## src/rtl/psg_tone_noise_envelope_synth_defines.svh

```systemverilog
// Assertion macros shared by the sound generator RTL.
`ifndef PSG_TONE_NOISE_ENVELOPE_SYNTH_DEFINES_SVH
`define PSG_TONE_NOISE_ENVELOPE_SYNTH_DEFINES_SVH

// Implication checked on every clock edge outside reset.
`define PSG_ASSERT_IMPL(label, ante, cons, msg) \
  label: assert property (@(posedge clk) disable iff (rst) (ante) |-> (cons)) else $error(msg);

// Implication whose consequent is checked in the next cycle.
`define PSG_ASSERT_NEXT(label, ante, cons, msg) \
  label: assert property (@(posedge clk) disable iff (rst) (ante) |=> (cons)) else $error(msg);

`endif

```

## src/rtl/psg_pkg.sv

```systemverilog
//------------------------------------------------------------------------------
// psg_pkg
// Shared constants and types for the programmable sound generator bank.
//------------------------------------------------------------------------------
`timescale 1ns / 1ps

package psg_pkg;

  localparam int MaxChipsDefault = 3;

  // Configuration register indexes.
  localparam logic [1:0] CfgChips = 2'd0;
  localparam logic [1:0] CfgInc   = 2'd1;
  localparam logic [1:0] CfgGain  = 2'd2;
  localparam logic [1:0] CfgDiv   = 2'd3;

  // Input operation codes.
  localparam logic OpWrite = 1'b0;
  localparam logic OpTick  = 1'b1;

  // Register numbers with side effects or special meaning.
  localparam logic [3:0] RegNoise = 4'd6;
  localparam logic [3:0] RegMixer = 4'd7;
  localparam logic [3:0] RegEnvLo = 4'd11;
  localparam logic [3:0] RegEnvHi = 4'd12;
  localparam logic [3:0] RegShape = 4'd13;

  typedef struct packed {
    logic       op;
    logic [1:0] chip;
    logic [3:0] reg_addr;
    logic [7:0] reg_data;
  } psg_in_t;

  typedef struct packed {
    logic [15:0] sample;
  } psg_out_t;

endpackage

```

## src/rtl/psg_if.sv

```systemverilog
//------------------------------------------------------------------------------
// psg_if
// Valid/ready channel carrying one payload beat.
//------------------------------------------------------------------------------
`timescale 1ns / 1ps

interface psg_if #(parameter type payload_t = logic);
  logic     valid;
  logic     ready;
  payload_t data;

  modport source (output valid, output data, input ready);
  modport sink   (input valid, input data, output ready);
endinterface

```

## src/rtl/psg_tone_noise_envelope_synth.sv

```systemverilog
//------------------------------------------------------------------------------
// psg_tone_noise_envelope_synth
// Bank of AY-3-8910 style sound chips: register writes and sample ticks in,
// mixed 16-bit samples out.
//------------------------------------------------------------------------------
// Channel    Dir  Payload                          Beat
// in_ch      in   op, chip, reg_addr, reg_data     one write or one tick
// out_ch     out  sample (signed 16)               one per tick
// cfg        in   cfg_we, cfg_index, cfg_data      one register write
//
// A write beat is accepted in S_IDLE and in_ch stays ready after it.
// A tick steps through each chip in use (fetch of the chip's registers through
// the single read port, noise, two envelope steps, three channels), then
// runs the bit-serial divider and waits in S_OUT until out_ch takes the sample.
// After reset a clearing pass zeroes all 16*MAX_CHIPS entries of the register
// memory while in_ch is held not ready.
// in_ch stalls while a beat is in work or the result waits in out_ch.
//------------------------------------------------------------------------------
`timescale 1ns / 1ps

module psg_tone_noise_envelope_synth
  import psg_pkg::*;
#(
  parameter int MAX_CHIPS = MaxChipsDefault
) (
  input  logic       clk,
  input  logic       rst,
  psg_if.sink        in_ch,
  psg_if.source      out_ch,
  input  logic       cfg_we,
  input  logic [1:0] cfg_index,
  input  logic [7:0] cfg_data
);

`include "psg_tone_noise_envelope_synth_defines.svh"

  localparam int CW = (MAX_CHIPS > 1) ? $clog2(MAX_CHIPS) : 1;
  localparam int AW = CW + 4;
  localparam int Depth = MAX_CHIPS * 16;

  typedef enum logic [8:0] {
    S_CLR   = 9'b000000001,
    S_IDLE  = 9'b000000010,
    S_FETCH = 9'b000000100,
    S_NOISE = 9'b000001000,
    S_ENV   = 9'b000010000,
    S_ENVB  = 9'b000100000,
    S_CHAN  = 9'b001000000,
    S_DIV   = 9'b010000000,
    S_OUT   = 9'b100000000
  } state_t;

  state_t state;

  // Configuration registers.
  logic [1:0] chips_in_use;
  logic [3:0] tick_increment;
  logic [3:0] channel_gain;
  logic [7:0] output_divisor;

  always_ff @(posedge clk) begin
    if (rst) begin
      chips_in_use   <= 2'd1;
      tick_increment <= 4'd9;
      channel_gain   <= 4'd11;
      output_divisor <= 8'd1;
    end else if (cfg_we) begin
      unique case (cfg_index)
        CfgChips: chips_in_use   <= cfg_data[1:0];
        CfgInc:   tick_increment <= cfg_data[3:0];
        CfgGain:  channel_gain   <= cfg_data[3:0];
        CfgDiv:   output_divisor <= cfg_data;
        default:  ;
      endcase
    end
  end

  // Sound register memory, one write and one registered read per cycle.
  logic [7:0]    regs [Depth];
  logic [7:0]    rd_q;
  logic          mem_we;
  logic [AW-1:0] mem_waddr;
  logic [7:0]    mem_wdata;
  logic [AW-1:0] mem_raddr;
  logic [AW-1:0] clr_addr;

  // Per-chip state, kept in flip-flops; each entry is read by the chip index.
  logic [12:0] pcnt [MAX_CHIPS][4];
  logic        tneg [MAX_CHIPS][3];
  logic [16:0] lfsr [MAX_CHIPS];
  logic [20:0] ecnt [MAX_CHIPS];
  logic [4:0]  estep [MAX_CHIPS];
  logic        erise [MAX_CHIPS];
  logic        ehold [MAX_CHIPS];
  logic [3:0]  eshape [MAX_CHIPS];
  logic        lvalid [MAX_CHIPS];
  logic [3:0]  latch [MAX_CHIPS];
  logic [3:0]  elevel [MAX_CHIPS];

  // Copy of the current chip's registers 0 to 12.
  logic [7:0]  rc [13];
  logic [3:0]  fidx;

  logic [CW-1:0] k;
  logic [1:0]  c;
  logic [15:0] acc;
  logic [1:0]  nchips;

  // Divider state.
  logic        neg;
  logic [15:0] quo;
  logic [8:0]  rem;
  logic [4:0]  dcnt;
  logic [7:0]  dvs;
  logic [15:0] sample_q;

  // Current chip's derived fields.
  logic [7:0]  r6, r7, r11, r12, vreg;
  logic [11:0] tper;
  logic [20:0] efull;
  logic [15:0] eper;
  logic [1:0]  en;
  logic [3:0]  vol;
  logic [7:0]  amount;
  logic        high;
  logic [12:0] csum;

  // Memory port control: clearing pass after reset, else accepted writes.
  always_comb begin
    mem_we    = 1'b0;
    mem_waddr = clr_addr;
    mem_wdata = 8'd0;
    mem_raddr = {k, fidx};
    if (state == S_CLR) begin
      mem_we = 1'b1;
    end else if (state == S_IDLE && in_ch.valid && in_ch.data.op == OpWrite &&
                 32'(in_ch.data.chip) < MAX_CHIPS) begin
      mem_we    = 1'b1;
      mem_waddr = {CW'(in_ch.data.chip), in_ch.data.reg_addr};
      mem_wdata = in_ch.data.reg_data;
    end
  end

  always_ff @(posedge clk) begin
    if (mem_we) regs[mem_waddr] <= mem_wdata;
    rd_q <= regs[mem_raddr];
  end

  always_comb begin
    r6   = rc[RegNoise];
    r7   = rc[RegMixer];
    r11  = rc[RegEnvLo];
    r12  = rc[RegEnvHi];
    tper = {rc[{1'b0, c, 1'b1}][3:0], rc[{1'b0, c, 1'b0}]};
    vreg = rc[4'd8 + {2'b00, c}];
    eper = {r12, r11};
    efull = (eper == 16'd0) ? 21'd16 : {1'b0, eper, 4'b0000};
    en   = {~r7[3 + c], ~r7[c]};
    vol  = vreg[4] ? elevel[k] : vreg[3:0];
    amount = {4'd0, channel_gain} * {4'd0, vol};
    high = !((en[0] && tneg[k][c]) || (en[1] && !lfsr[k][0]));
    // Shared 13-bit period adder.
    csum = pcnt[k][(state == S_NOISE) ? 2'd3 : c] + {9'd0, tick_increment};
  end

  logic [20:0] esum;
  assign esum = ecnt[k] + {17'd0, tick_increment};

  logic [8:0] rtry;
  assign rtry = {rem[7:0], quo[15]};

  assign in_ch.ready  = (state == S_IDLE);
  assign out_ch.valid = (state == S_OUT);
  assign out_ch.data.sample = sample_q;

  // Sequencer.
  always_ff @(posedge clk) begin
    if (rst) begin
      state <= S_CLR;
      clr_addr <= '0;
      for (int i = 0; i < MAX_CHIPS; i++) begin
        for (int j = 0; j < 4; j++) pcnt[i][j] <= 13'd0;
        for (int j = 0; j < 3; j++) tneg[i][j] <= 1'b0;
        lfsr[i] <= 17'd1; ecnt[i] <= 21'd0; estep[i] <= 5'd0;
        erise[i] <= 1'b0; ehold[i] <= 1'b0; eshape[i] <= 4'd0;
        lvalid[i] <= 1'b0; latch[i] <= 4'd0; elevel[i] <= 4'd0;
      end
      k <= '0; c <= 2'd0; acc <= 16'd0; nchips <= 2'd0; fidx <= 4'd0;
      neg <= 1'b0; quo <= 16'd0; rem <= 9'd0; dcnt <= 5'd0; dvs <= 8'd1;
    end else begin
      unique case (state)
        S_CLR: begin
          if (32'(clr_addr) == Depth - 1) state <= S_IDLE;
          else clr_addr <= clr_addr + AW'(1);
        end
        S_IDLE: begin
          if (in_ch.valid) begin
            if (in_ch.data.op == OpWrite) begin
              if (32'(in_ch.data.chip) < MAX_CHIPS) begin
                if (in_ch.data.reg_addr == RegShape &&
                    (!lvalid[CW'(in_ch.data.chip)] ||
                     latch[CW'(in_ch.data.chip)] != in_ch.data.reg_data[3:0])) begin
                  lvalid[CW'(in_ch.data.chip)] <= 1'b1;
                  latch[CW'(in_ch.data.chip)]  <= in_ch.data.reg_data[3:0];
                  eshape[CW'(in_ch.data.chip)] <= in_ch.data.reg_data[3:0];
                  estep[CW'(in_ch.data.chip)]  <= 5'd0;
                  ecnt[CW'(in_ch.data.chip)]   <= 21'd0;
                  ehold[CW'(in_ch.data.chip)]  <= 1'b0;
                  erise[CW'(in_ch.data.chip)]  <= in_ch.data.reg_data[2];
                end
              end
            end else begin
              k <= '0; c <= 2'd0; acc <= 16'd0; fidx <= 4'd0;
              nchips <= (32'(chips_in_use) > MAX_CHIPS) ? 2'(MAX_CHIPS) : chips_in_use;
              dvs <= (output_divisor == 8'd0) ? 8'd1 : output_divisor;
              state <= (chips_in_use == 2'd0) ? S_DIV : S_FETCH;
              dcnt <= 5'd0;
              quo <= 16'd0; rem <= 9'd0; neg <= 1'b0;
            end
          end
        end
        S_FETCH: begin
          // Read data is registered and belongs to the previous address.
          if (fidx != 4'd0) rc[fidx - 4'd1] <= rd_q;
          if (fidx == 4'd13) state <= S_NOISE;
          else fidx <= fidx + 4'd1;
        end
        S_NOISE: begin
          if (r6[4:0] != 5'd0) begin
            if (csum > {8'd0, r6[4:0]}) begin
              pcnt[k][3] <= csum - {8'd0, r6[4:0]};
              lfsr[k] <= {lfsr[k][0] ^ lfsr[k][3], lfsr[k][16:1]};
            end else pcnt[k][3] <= csum;
          end
          state <= S_ENV;
        end
        S_ENV: begin
          // Counter advance and step update.
          if (!ehold[k]) begin
            if (esum >= efull) begin
              ecnt[k] <= esum - efull;
              if (estep[k] == 5'd15) begin
                if (!eshape[k][3]) begin
                  estep[k] <= 5'd0; ehold[k] <= 1'b1; erise[k] <= 1'b0;
                end else if (eshape[k][0]) begin
                  estep[k] <= 5'd15; ehold[k] <= 1'b1;
                  if (eshape[k][1]) erise[k] <= !erise[k];
                end else begin
                  estep[k] <= 5'd0;
                  if (eshape[k][1]) erise[k] <= !erise[k];
                end
              end else estep[k] <= estep[k] + 5'd1;
            end else ecnt[k] <= esum;
          end
          state <= S_ENVB;
        end
        S_ENVB: begin
          if (ehold[k] && !eshape[k][3]) elevel[k] <= 4'd0;
          else elevel[k] <= erise[k] ? estep[k][3:0] : 4'd15 - estep[k][3:0];
          c <= 2'd0;
          state <= S_CHAN;
        end
        S_CHAN: begin
          if (tper != 12'd0 && vol != 4'd0 && en != 2'b00) begin
            acc <= high ? acc + {8'd0, amount} : acc - {8'd0, amount};
            if (csum > {1'b0, tper}) begin
              pcnt[k][c] <= csum - {1'b0, tper};
              tneg[k][c] <= !tneg[k][c];
            end else pcnt[k][c] <= csum;
          end
          if (c == 2'd2) begin
            if (32'(k) + 1 >= 32'(nchips)) state <= S_DIV;
            else begin
              k <= k + CW'(1);
              fidx <= 4'd0;
              state <= S_FETCH;
            end
          end else c <= c + 2'd1;
        end
        S_DIV: begin
          // The first step loads the magnitude, then one quotient bit per cycle.
          if (dcnt == 5'd0) begin
            neg <= acc[9];
            quo <= acc[9] ? 16'd0 - {acc[9:0], 6'd0} : {acc[9:0], 6'd0};
            rem <= 9'd0;
            dcnt <= 5'd1;
          end else if (dcnt == 5'd17) begin
            sample_q <= neg ? 16'd0 - quo : quo;
            state <= S_OUT;
          end else begin
            if (rtry >= {1'b0, dvs}) begin
              rem <= rtry - {1'b0, dvs};
              quo <= {quo[14:0], 1'b1};
            end else begin
              rem <= rtry;
              quo <= {quo[14:0], 1'b0};
            end
            dcnt <= dcnt + 5'd1;
          end
        end
        S_OUT: begin
          if (out_ch.ready) state <= S_IDLE;
        end
        default: state <= S_IDLE;
      endcase
    end
  end

  `PSG_ASSERT_IMPL(a_out_only_in_out, out_ch.valid, !in_ch.ready, "output and input open together")
  `PSG_ASSERT_NEXT(a_out_hold, out_ch.valid && !out_ch.ready, out_ch.valid && $stable(sample_q), "result dropped")
  `PSG_ASSERT_IMPL(a_chan_range, state == S_CHAN, c != 2'd3, "channel index out of range")
  `PSG_ASSERT_IMPL(a_div_nonzero, state == S_DIV, dvs != 8'd0, "divisor zero")
  `PSG_ASSERT_IMPL(a_clear_closed, state == S_CLR, !in_ch.ready, "input open during clearing")

endmodule

```

## src/flat_wrapper.sv

```systemverilog
// flat-port wrapper written by rule: the top's interface ports become plain ports
module psg_tone_noise_envelope_synth_flat import psg_pkg::*;
#(
  parameter int MAX_CHIPS = MaxChipsDefault
)
  (clk, rst, cfg_we, cfg_index, cfg_data, in_ch_valid, in_ch_data, in_ch_ready, out_ch_valid, out_ch_data, out_ch_ready);
  psg_if #(.payload_t(psg_in_t)) in_ch_i ();
  psg_if #(.payload_t(psg_out_t)) out_ch_i ();
  input  logic clk;
  input  logic rst;
  input  logic cfg_we;
  input  logic [1:0] cfg_index;
  input  logic [7:0] cfg_data;
  input wire logic [$bits(in_ch_i.valid)-1:0] in_ch_valid;
  input wire logic [$bits(in_ch_i.data)-1:0] in_ch_data;
  output wire logic [$bits(in_ch_i.ready)-1:0] in_ch_ready;
  output wire logic [$bits(out_ch_i.valid)-1:0] out_ch_valid;
  output wire logic [$bits(out_ch_i.data)-1:0] out_ch_data;
  input wire logic [$bits(out_ch_i.ready)-1:0] out_ch_ready;
  assign in_ch_i.valid = in_ch_valid;
  assign in_ch_i.data = in_ch_data;
  assign in_ch_ready = in_ch_i.ready;
  assign out_ch_valid = out_ch_i.valid;
  assign out_ch_data = out_ch_i.data;
  assign out_ch_i.ready = out_ch_ready;
  psg_tone_noise_envelope_synth #(.MAX_CHIPS(MAX_CHIPS)) u_core (.clk(clk), .rst(rst), .in_ch(in_ch_i), .out_ch(out_ch_i), .cfg_we(cfg_we), .cfg_index(cfg_index), .cfg_data(cfg_data));
endmodule
```

## config.mk

```make
export PLATFORM = sky130hd
export DESIGN_NAME = psg_tone_noise_envelope_synth_flat
export DESIGN_NICKNAME = d
export VERILOG_FILES = /design/src/rtl/psg_pkg.sv /design/src/rtl/psg_if.sv /design/src/rtl/psg_tone_noise_envelope_synth.sv /design/src/flat_wrapper.sv
export VERILOG_INCLUDE_DIRS = /design/src /design/src/rtl
export SDC_FILE = /design/constraint.sdc
export NUM_CORES = 2
export LEC_CHECK = 0
export CORE_MARGIN = 4
export CORE_UTILIZATION = 30
export DETAILED_ROUTE_END_ITERATION = 6
export DONT_BUFFER_PORTS = 1
export GPL_TIMING_DRIVEN = 0
export SLEW_MARGIN = 20
export SYNTH_ARGS = -nofsm -noshare
export SYNTH_HDL_FRONTEND = slang
export SYNTH_SLANG_ARGS = --single-unit
```

## constraint.sdc

```tcl
create_clock -name clk -period 10.71 [get_ports clk]
set_input_delay 0.5355 -clock clk [delete_from_list [all_inputs] [get_ports clk]]
set_output_delay 0.5355 -clock clk [all_outputs]
set_load 0.05 [all_outputs]
```

Yosys cells after proc, flatten, opt, wreduce, memory -nomap -nowiden
Memory sizes are Yosys's and may differ from the RTL's. A register that Yosys moved wholly into a read port is not among the register bits.
Cells that the tools add are included.
{"block": "classes", "add_sub_neg": 21, "mul": 1, "div": 0, "n_lt_le_gt_ge": 11, "n_eq_ne": 33, "shift": 0, "n_mux": 316, "n_bitwise": 83, "n_reduce_logical": 60}
{"cell": "$mux W52", "n": 4}
{"cell": "$mux W1", "n": 194}
{"cell": "$mux W16", "n": 8}
{"cell": "$pmux W9 S9", "n": 1}
{"cell": "$mux W8", "n": 10}
{"cell": "$mux W2", "n": 39}
{"cell": "$or A1 B1 Y1", "n": 74}
{"cell": "$mux W9", "n": 8}
{"cell": "$pmux W16 S2", "n": 2}
{"cell": "$mux W21", "n": 3}
{"cell": "$mux W4", "n": 15}
{"cell": "$mux W13", "n": 4}
{"cell": "$reduce_or A52 Y1", "n": 1}
{"cell": "$mux W5", "n": 9}
{"cell": "$reduce_or A21 Y1", "n": 2}
{"cell": "$ge A32 B2 Y1", "n": 1}
{"cell": "$lt A32 B4 Y1 const B", "n": 1}
{"cell": "$sub A1 B16 Y16 const A", "n": 2}
{"cell": "$bmux W13 S2", "n": 1}
{"cell": "$demux W13 S2", "n": 1}
{"cell": "$add A21 B4 Y21", "n": 1}
{"cell": "$ge A21 B21 Y1", "n": 1}
{"cell": "$sub A21 B21 Y21", "n": 1}
{"cell": "$mux W20", "n": 1}
{"cell": "80 further kinds", "n": 141}
{"block": "word_totals", "ff_bits": 113, "latch_bits": 0, "ramBits": 827, "romBits": 0, "in_bits": 30, "out_inout_bits": 18, "wordCells": 555, "n_memories": 13}
{"name": "u_core.regs", "depth": 48, "width": 8, "rd": 1, "rd_clocked_by_memory_dff": 1, "wr": 1, "line": "psg_tone_noise_envelope_synth.sv:79", "text": "logic [7:0] regs [Depth];"}
{"name": "u_core.pcnt", "depth": 3, "width": 52, "rd": 1, "rd_clocked_by_memory_dff": 1, "wr": 3, "line": "psg_tone_noise_envelope_synth.sv:88", "text": "logic [12:0] pcnt [MAX_CHIPS][4];"}
{"name": "u_core.rc", "depth": 13, "width": 8, "rd": 7, "rd_clocked_by_memory_dff": 2, "wr": 1, "line": "psg_tone_noise_envelope_synth.sv:101", "text": "logic [7:0] rc [13];"}
{"name": "u_core.ecnt", "depth": 3, "width": 21, "rd": 1, "rd_clocked_by_memory_dff": 1, "wr": 3, "line": "psg_tone_noise_envelope_synth.sv:91", "text": "logic [20:0] ecnt [MAX_CHIPS];"}
{"name": "u_core.lfsr", "depth": 3, "width": 17, "rd": 1, "rd_clocked_by_memory_dff": 1, "wr": 3, "line": "psg_tone_noise_envelope_synth.sv:90", "text": "logic [16:0] lfsr [MAX_CHIPS];"}
{"name": "u_core.estep", "depth": 3, "width": 5, "rd": 1, "rd_clocked_by_memory_dff": 1, "wr": 3, "line": "psg_tone_noise_envelope_synth.sv:92", "text": "logic [4:0] estep [MAX_CHIPS];"}
{"name": "7 more memories"}

Longest topological paths before layout
{"block": "depth", "depth_word": 18, "ltp_mapped": 31, "ltp_nobuf": 24}

Worst setup path before layout
OpenSTA, ideal clock, no wires.
{"block": "synth_timing", "path_kind": "reg2reg", "startpoint": "reg (tool-made name)", "endpoint": "mem u_core.pcnt[1][13] in the netlist's numbering (data pin)", "setup_time_ns": 0.270, "arrival_ns": 7.542, "t_required_ns": 10.440, "slack_ns": 2.898, "stages_incl_launch_ff": 29, "path_buffers": 8, "synth_period_minus_slack_ns": 7.812, "cell_sequence": "dfxtp_1 -> buf_4 -> buf_4 -> buf_2 -> buf_4 -> buf_2 -> buf_2 -> buf_1 -> mux4_2 -> mux4_1 -> ha_1 -> a21oi_1 -> a21boi_0 -> o22ai_1 -> nor4_2 -> nand3_1 -> xor2_1 -> inv_1 -> ha_1 -> nand4_1 -> or3_1 -> and3_1 -> o211ai_1 -> nand2_1 -> nor4_4 -> buf_2 -> nor2_1 -> a21oi_1 -> nor3_1"}
{"item": "to (decl)", "line": "psg_tone_noise_envelope_synth.sv:88"}

==> results_tabular.tex <==
\begin{tabular}{lr}
\hline
Metric & Value \\
\hline
\multicolumn{2}{l}{\textbf{Timing}} \\
Crit path setup slack, layout & 0.531 ns \\
Clock skew & 0.0671 ns \\
Number of endpoints failing setup at the final stage & 0 \\
FMAX & 0.0982 GHz \\
Actual slew at the worst max-slew pin & 1.19 ns \\
Worst-case headroom to the max-slew limit & 20.9\% \\
Unrepaired setup endpoints after global routing & no \\
Part of the cycle the worst path needs & 95.0\% \\
Pins Over Slew Limit & 0 \\
Fin. Hold Viols & 0 \\
Final critical path time including I/O delays and setup & 10.18 ns \\
\multicolumn{2}{l}{\textbf{Routing}} \\
\# DRC & 0 \\
Iteration-0 DRC count of the detailed router & 3441 \\
Total vias in the final route & 29800 \\
WL final & 131 mm \\
Number of search-and-repair iterations in the first detailed-routing pass & 6 \\
Routed wirelength normalized by instance count & 23.0 um \\
Via density & 5.22 \\
Post-DRT Antenna Nets & 0 \\
\multicolumn{2}{l}{\textbf{Synthesis}} \\
Number of enable flip-flop cells after synthesis & 915 \\
Post-synth design cell area & 47900 um\^{}2 \\
Top cells by area in the synthesized netlist & sky130\_fd\_sc\_hd\_\_edfxtp\_1, sky130\_fd\_sc\_hd\_\_mux4\_2, sky130\_fd\_sc\_hd\_\_dfxtp\_1 \\
Gate count after technology mapping & 3422 \\
Main combinational cell family by area after synthesis & multiplexers \\
Synth Area per Inst & 14.0 um\^{}2 \\
Register bit count reported by yosys & 1022 \\
Synth Warn \# & 0 \\
Post-synthesis adder-cell area fraction & 2.97\% \\
Sequential-to-total area share from yosys stat & 61.9\% \\
Multiplexer share of the synthesized area & 13.4\% \\
Synth Area in XOR/XNOR & 1.90\% \\
Fraction of the mapped netlist area in simple logic gates & 10.9\% \\
Main flop type after synthesis & sky130\_fd\_sc\_hd\_\_edfxtp\_1 \\
Fraction of post-synthesis cell area in the top cell type by area & 57.4\% \\
Area fraction in compound gates after synthesis & 6.09\% \\
Asr flop ratio synth & 0\% \\
Library cell with the largest summed area after synthesis & sky130\_fd\_sc\_hd\_\_edfxtp\_1 \\
Cell variety after synth & 94 \\
\multicolumn{2}{l}{\textbf{Layout}} \\
Most frequent standard cell in the layout excluding fill and tap cells & sky130\_fd\_sc\_hd\_\_edfxtp\_1 \\
Final Instance Area & 54300 um\^{}2 \\
Highest-count cells in the layout ignoring fill and taps & sky130\_fd\_sc\_hd\_\_edfxtp\_1, sky130\_fd\_sc\_hd\_\_nor2\_1, sky130\_fd\_sc\_hd\_\_nand2\_1, sky130\_fd\_sc\_hd\_\_mux4\_2, sky130\_fd\_sc\_hd\_\_inv\_1 \\
Fraction of final layout cells sized beyond drive strength 1 & 14.4\% \\
Synth-to-layout area growth & 13.4\% \\
Final layout net count & 3693 \\
Number of filler cells placed in the layout & 15300 \\
\multicolumn{2}{l}{\textbf{Setup path}} \\
Maximum single-stage delay on the critical path & 0.59 ns \\
Critical path class & register to register \\
Critical Path Fanout Max & 19 \\
Most prevalent standard cell on the critical path & sky130\_fd\_sc\_hd\_\_buf\_2 \\
Worst EP arrival & 10.60 ns \\
Worst Path Required & 11.14 ns \\
Type of element capturing the critical path & register \\
Worst path slowest cell & sky130\_fd\_sc\_hd\_\_buf\_2 \\
Worst setup SP type & register \\
\multicolumn{2}{l}{\textbf{Power and ir drop}} \\
Portion of total power attributed to the clock network & 41.4\% \\
P\_int & 6.52 mW \\
Max IR drop VDD & 0.122 mV \\
Portion of total power attributed to sequential cells & 53.4\% \\
Cell area power density & 156 nW/um\^{}2 \\
Switching power as a share of total power & 23.1\% \\
Comb power frac & 5.2\% \\
Leakage & 18.0 nW \\
Switching pwr & 1.96 mW \\
\multicolumn{2}{l}{\textbf{Placed design}} \\
Placer Congestion & 0.946 \\
Placed Area & 50900 um\^{}2 \\
Half-perimeter wire length after placement & 94.1 mm \\
Worst setup timing slack at the placement stage & -0.520 ns \\
Count of buffers from port buffering & 0 \\
\multicolumn{2}{l}{\textbf{Floorplanning}} \\
Number of top-level pins & 48 \\
Vertical die dimension & 407 um \\
Die Span X & 407 um \\
Die Outline Area & 166000 um\^{}2 \\
Effective utilization at floorplan & 30.2\% \\
Area of the core region & 159000 um\^{}2 \\
Number of placement rows & 146 \\
\multicolumn{2}{l}{\textbf{Global route}} \\
Initial antenna violation count & 4 \\
Pin count of the biggest net entering global routing & 41 \\
Vias in the first global route & 29500 \\
Overall track demand over capacity in global routing & 15.5\% \\
Wire length of the first global-routing pass & 195 mm \\
Total overflow reported by the global router & 0 \\
\multicolumn{2}{l}{\textbf{Clocking}} \\
Num CTS Buffers & 101 \\
Clock latency of the later-clocked register in the worst-skew pair & 0.74 ns \\
Postcts setup bufs & 0 \\
Total number of clock tree sinks & 1022 \\
Max Root-Sink Buffers & 3 \\
TritonCTS clock tree & yes \\
Clock tree root driver cell & sky130\_fd\_sc\_hd\_\_clkbuf\_16 \\
Depth of the CTS H-tree & 3 \\
Clock input transition at the sequential cells of the worst setup and hold paths & 0.06 ns \\
\multicolumn{2}{l}{\textbf{Min path}} \\
Worst min-delay path class & input pin to register \\
\multicolumn{2}{l}{\textbf{Flow run}} \\
Max\_cap viols & 0 \\
\multicolumn{2}{l}{\textbf{Outcome}} \\
Run status & complete, no violations \\
\hline
\end{tabular}
==> synth_stat cells (46+ instances only) <==
cell type,number
sky130_fd_sc_hd__mux2i_1,57
sky130_fd_sc_hd__mux4_2,249
sky130_fd_sc_hd__edfxtp_1,915
sky130_fd_sc_hd__xnor2_1,60
sky130_fd_sc_hd__dfxtp_1,107
sky130_fd_sc_hd__nor4_1,46
sky130_fd_sc_hd__nand2_1,276
sky130_fd_sc_hd__a21oi_1,121
sky130_fd_sc_hd__clkbuf_1,121
sky130_fd_sc_hd__inv_1,173
sky130_fd_sc_hd__nor2_1,350
sky130_fd_sc_hd__and3_1,71
sky130_fd_sc_hd__nor3_1,81
sky130_fd_sc_hd__ha_1,96
sky130_fd_sc_hd__o21ai_0,95
==> registers in the layout, indices dropped and copies added (netlist names), 5 cells and up, named ones only <==
signal                 cells
u_core.out_ch.data        16
u_core.dvs                 8
u_core.dcnt                5
u_core.clr_addr            6
u_core.output_divisor      8
u_core.quo                16
u_core.rem                 8
u_core.rc                 83
u_core.latch              16
u_core.ecnt               84
u_core.lfsr               68
u_core.elevel             16
u_core.acc                10
u_core.pcnt              208
u_core.state               9
u_core.tneg               12
u_core.estep              20
u_core.rd_q                8
u_core.regs              384
==> final timing paths <==
check / end / slack, ns / start / depth (start not counted)
hold / removal: u_core.chips_in_use[0] / 0.09 / cfg_index[0] / 3
setup / recovery: u_core.pcnt[2][2] / 0.53 / register / 29
setup reg to reg: u_core.pcnt[2][2] / 0.53 / register / 29
hold reg to reg: u_core.lvalid[3] / 0.44 / u_core.lvalid[3] / 1
==> final cells by class <==
class	count	area [um^2]	area share, %
flip-flops and latches	1022	29600	54.6
multi-input cells	2056	17000	31.4
clock buffers	126	2660	4.91
well taps	2072	2590	4.78
plain buffers	168	709	1.31
inverters	176	661	1.22
clock inverters	55	578	1.07
repair buffers	31	422	0.777
diodes	7	17.5	0.0323
==> stage by stage <==
step	util [%]	setup TNS, ns	total power, mW	std cells	hold slack (ns)
floorplan	-	0	4.85	3425	0.400
global placement	31.8	-47.96	5.03	5497	0.414
CTS	34.2	0	8.52	5707	0.0427
global route	34.2	0	8.75	5709	0.0618
finish	34.2	0	8.48	5713	0.0935
detailed placement	32.1	-42.76	5.04	5514	0.429
==> worst max-delay path, delay by kind of cell, from the launching register on <==
kind | cells | cell delay, ns
buf+inv | 10 | 3.97
simple gates | 10 | 2.60
fa+ha+maj | 3 | 1.03
compound gates | 4 | 0.78
flops | 1 | 0.58
xor+xnor | 1 | 0.55
mux | 1 | 0.36
==> timing repair <==
action / CTS / global route
endpoints found under the hold margin: 27 / 0
endpoints found under the setup margin: 203 / 127
resized for setup: 2 / 6
hold buffers: 13 / 0
gates cloned: 0 / 0
==> cell families (layout without fill, tap and decap cells) <==
logic type / after synthesis / count (layout)
AOI/OAI and AO/OA: 440 / 440
xor gates and xnor gates: 104 / 104
DFF: 1022 / 1022
adders and majority gates: 107 / 107
and+or+nand+nor: 1076 / 1076
muxes: 325 / 325
other: 1 / 11
buffers and inverters: 347 / 556
==> metal layers <==
layer / up-vias / global-route usage, % / part of all wire, %
li1: 13300 / - / -
met1: 15100 / 21.8 / 43
met2: 1224 / 24.0 / 45
met3: 232 / 3.06 / 8.1
met4: 0 / 5.10 / 3.4
met5: - / 0 / 0
==> power by group through the flow <==
stage	Sequential, mW	Combinational [mW]	Clock, mW
5_1_grt	4.53	0.475	3.74
3_5_place_dp	4.61	0.428	0
3_3_place_gp	4.61	0.421	0
4_1_cts	4.52	0.437	3.56
2_1_floorplan	4.56	0.294	0
6_report	4.52	0.443	3.51
(Power assumes the default switching activity.)
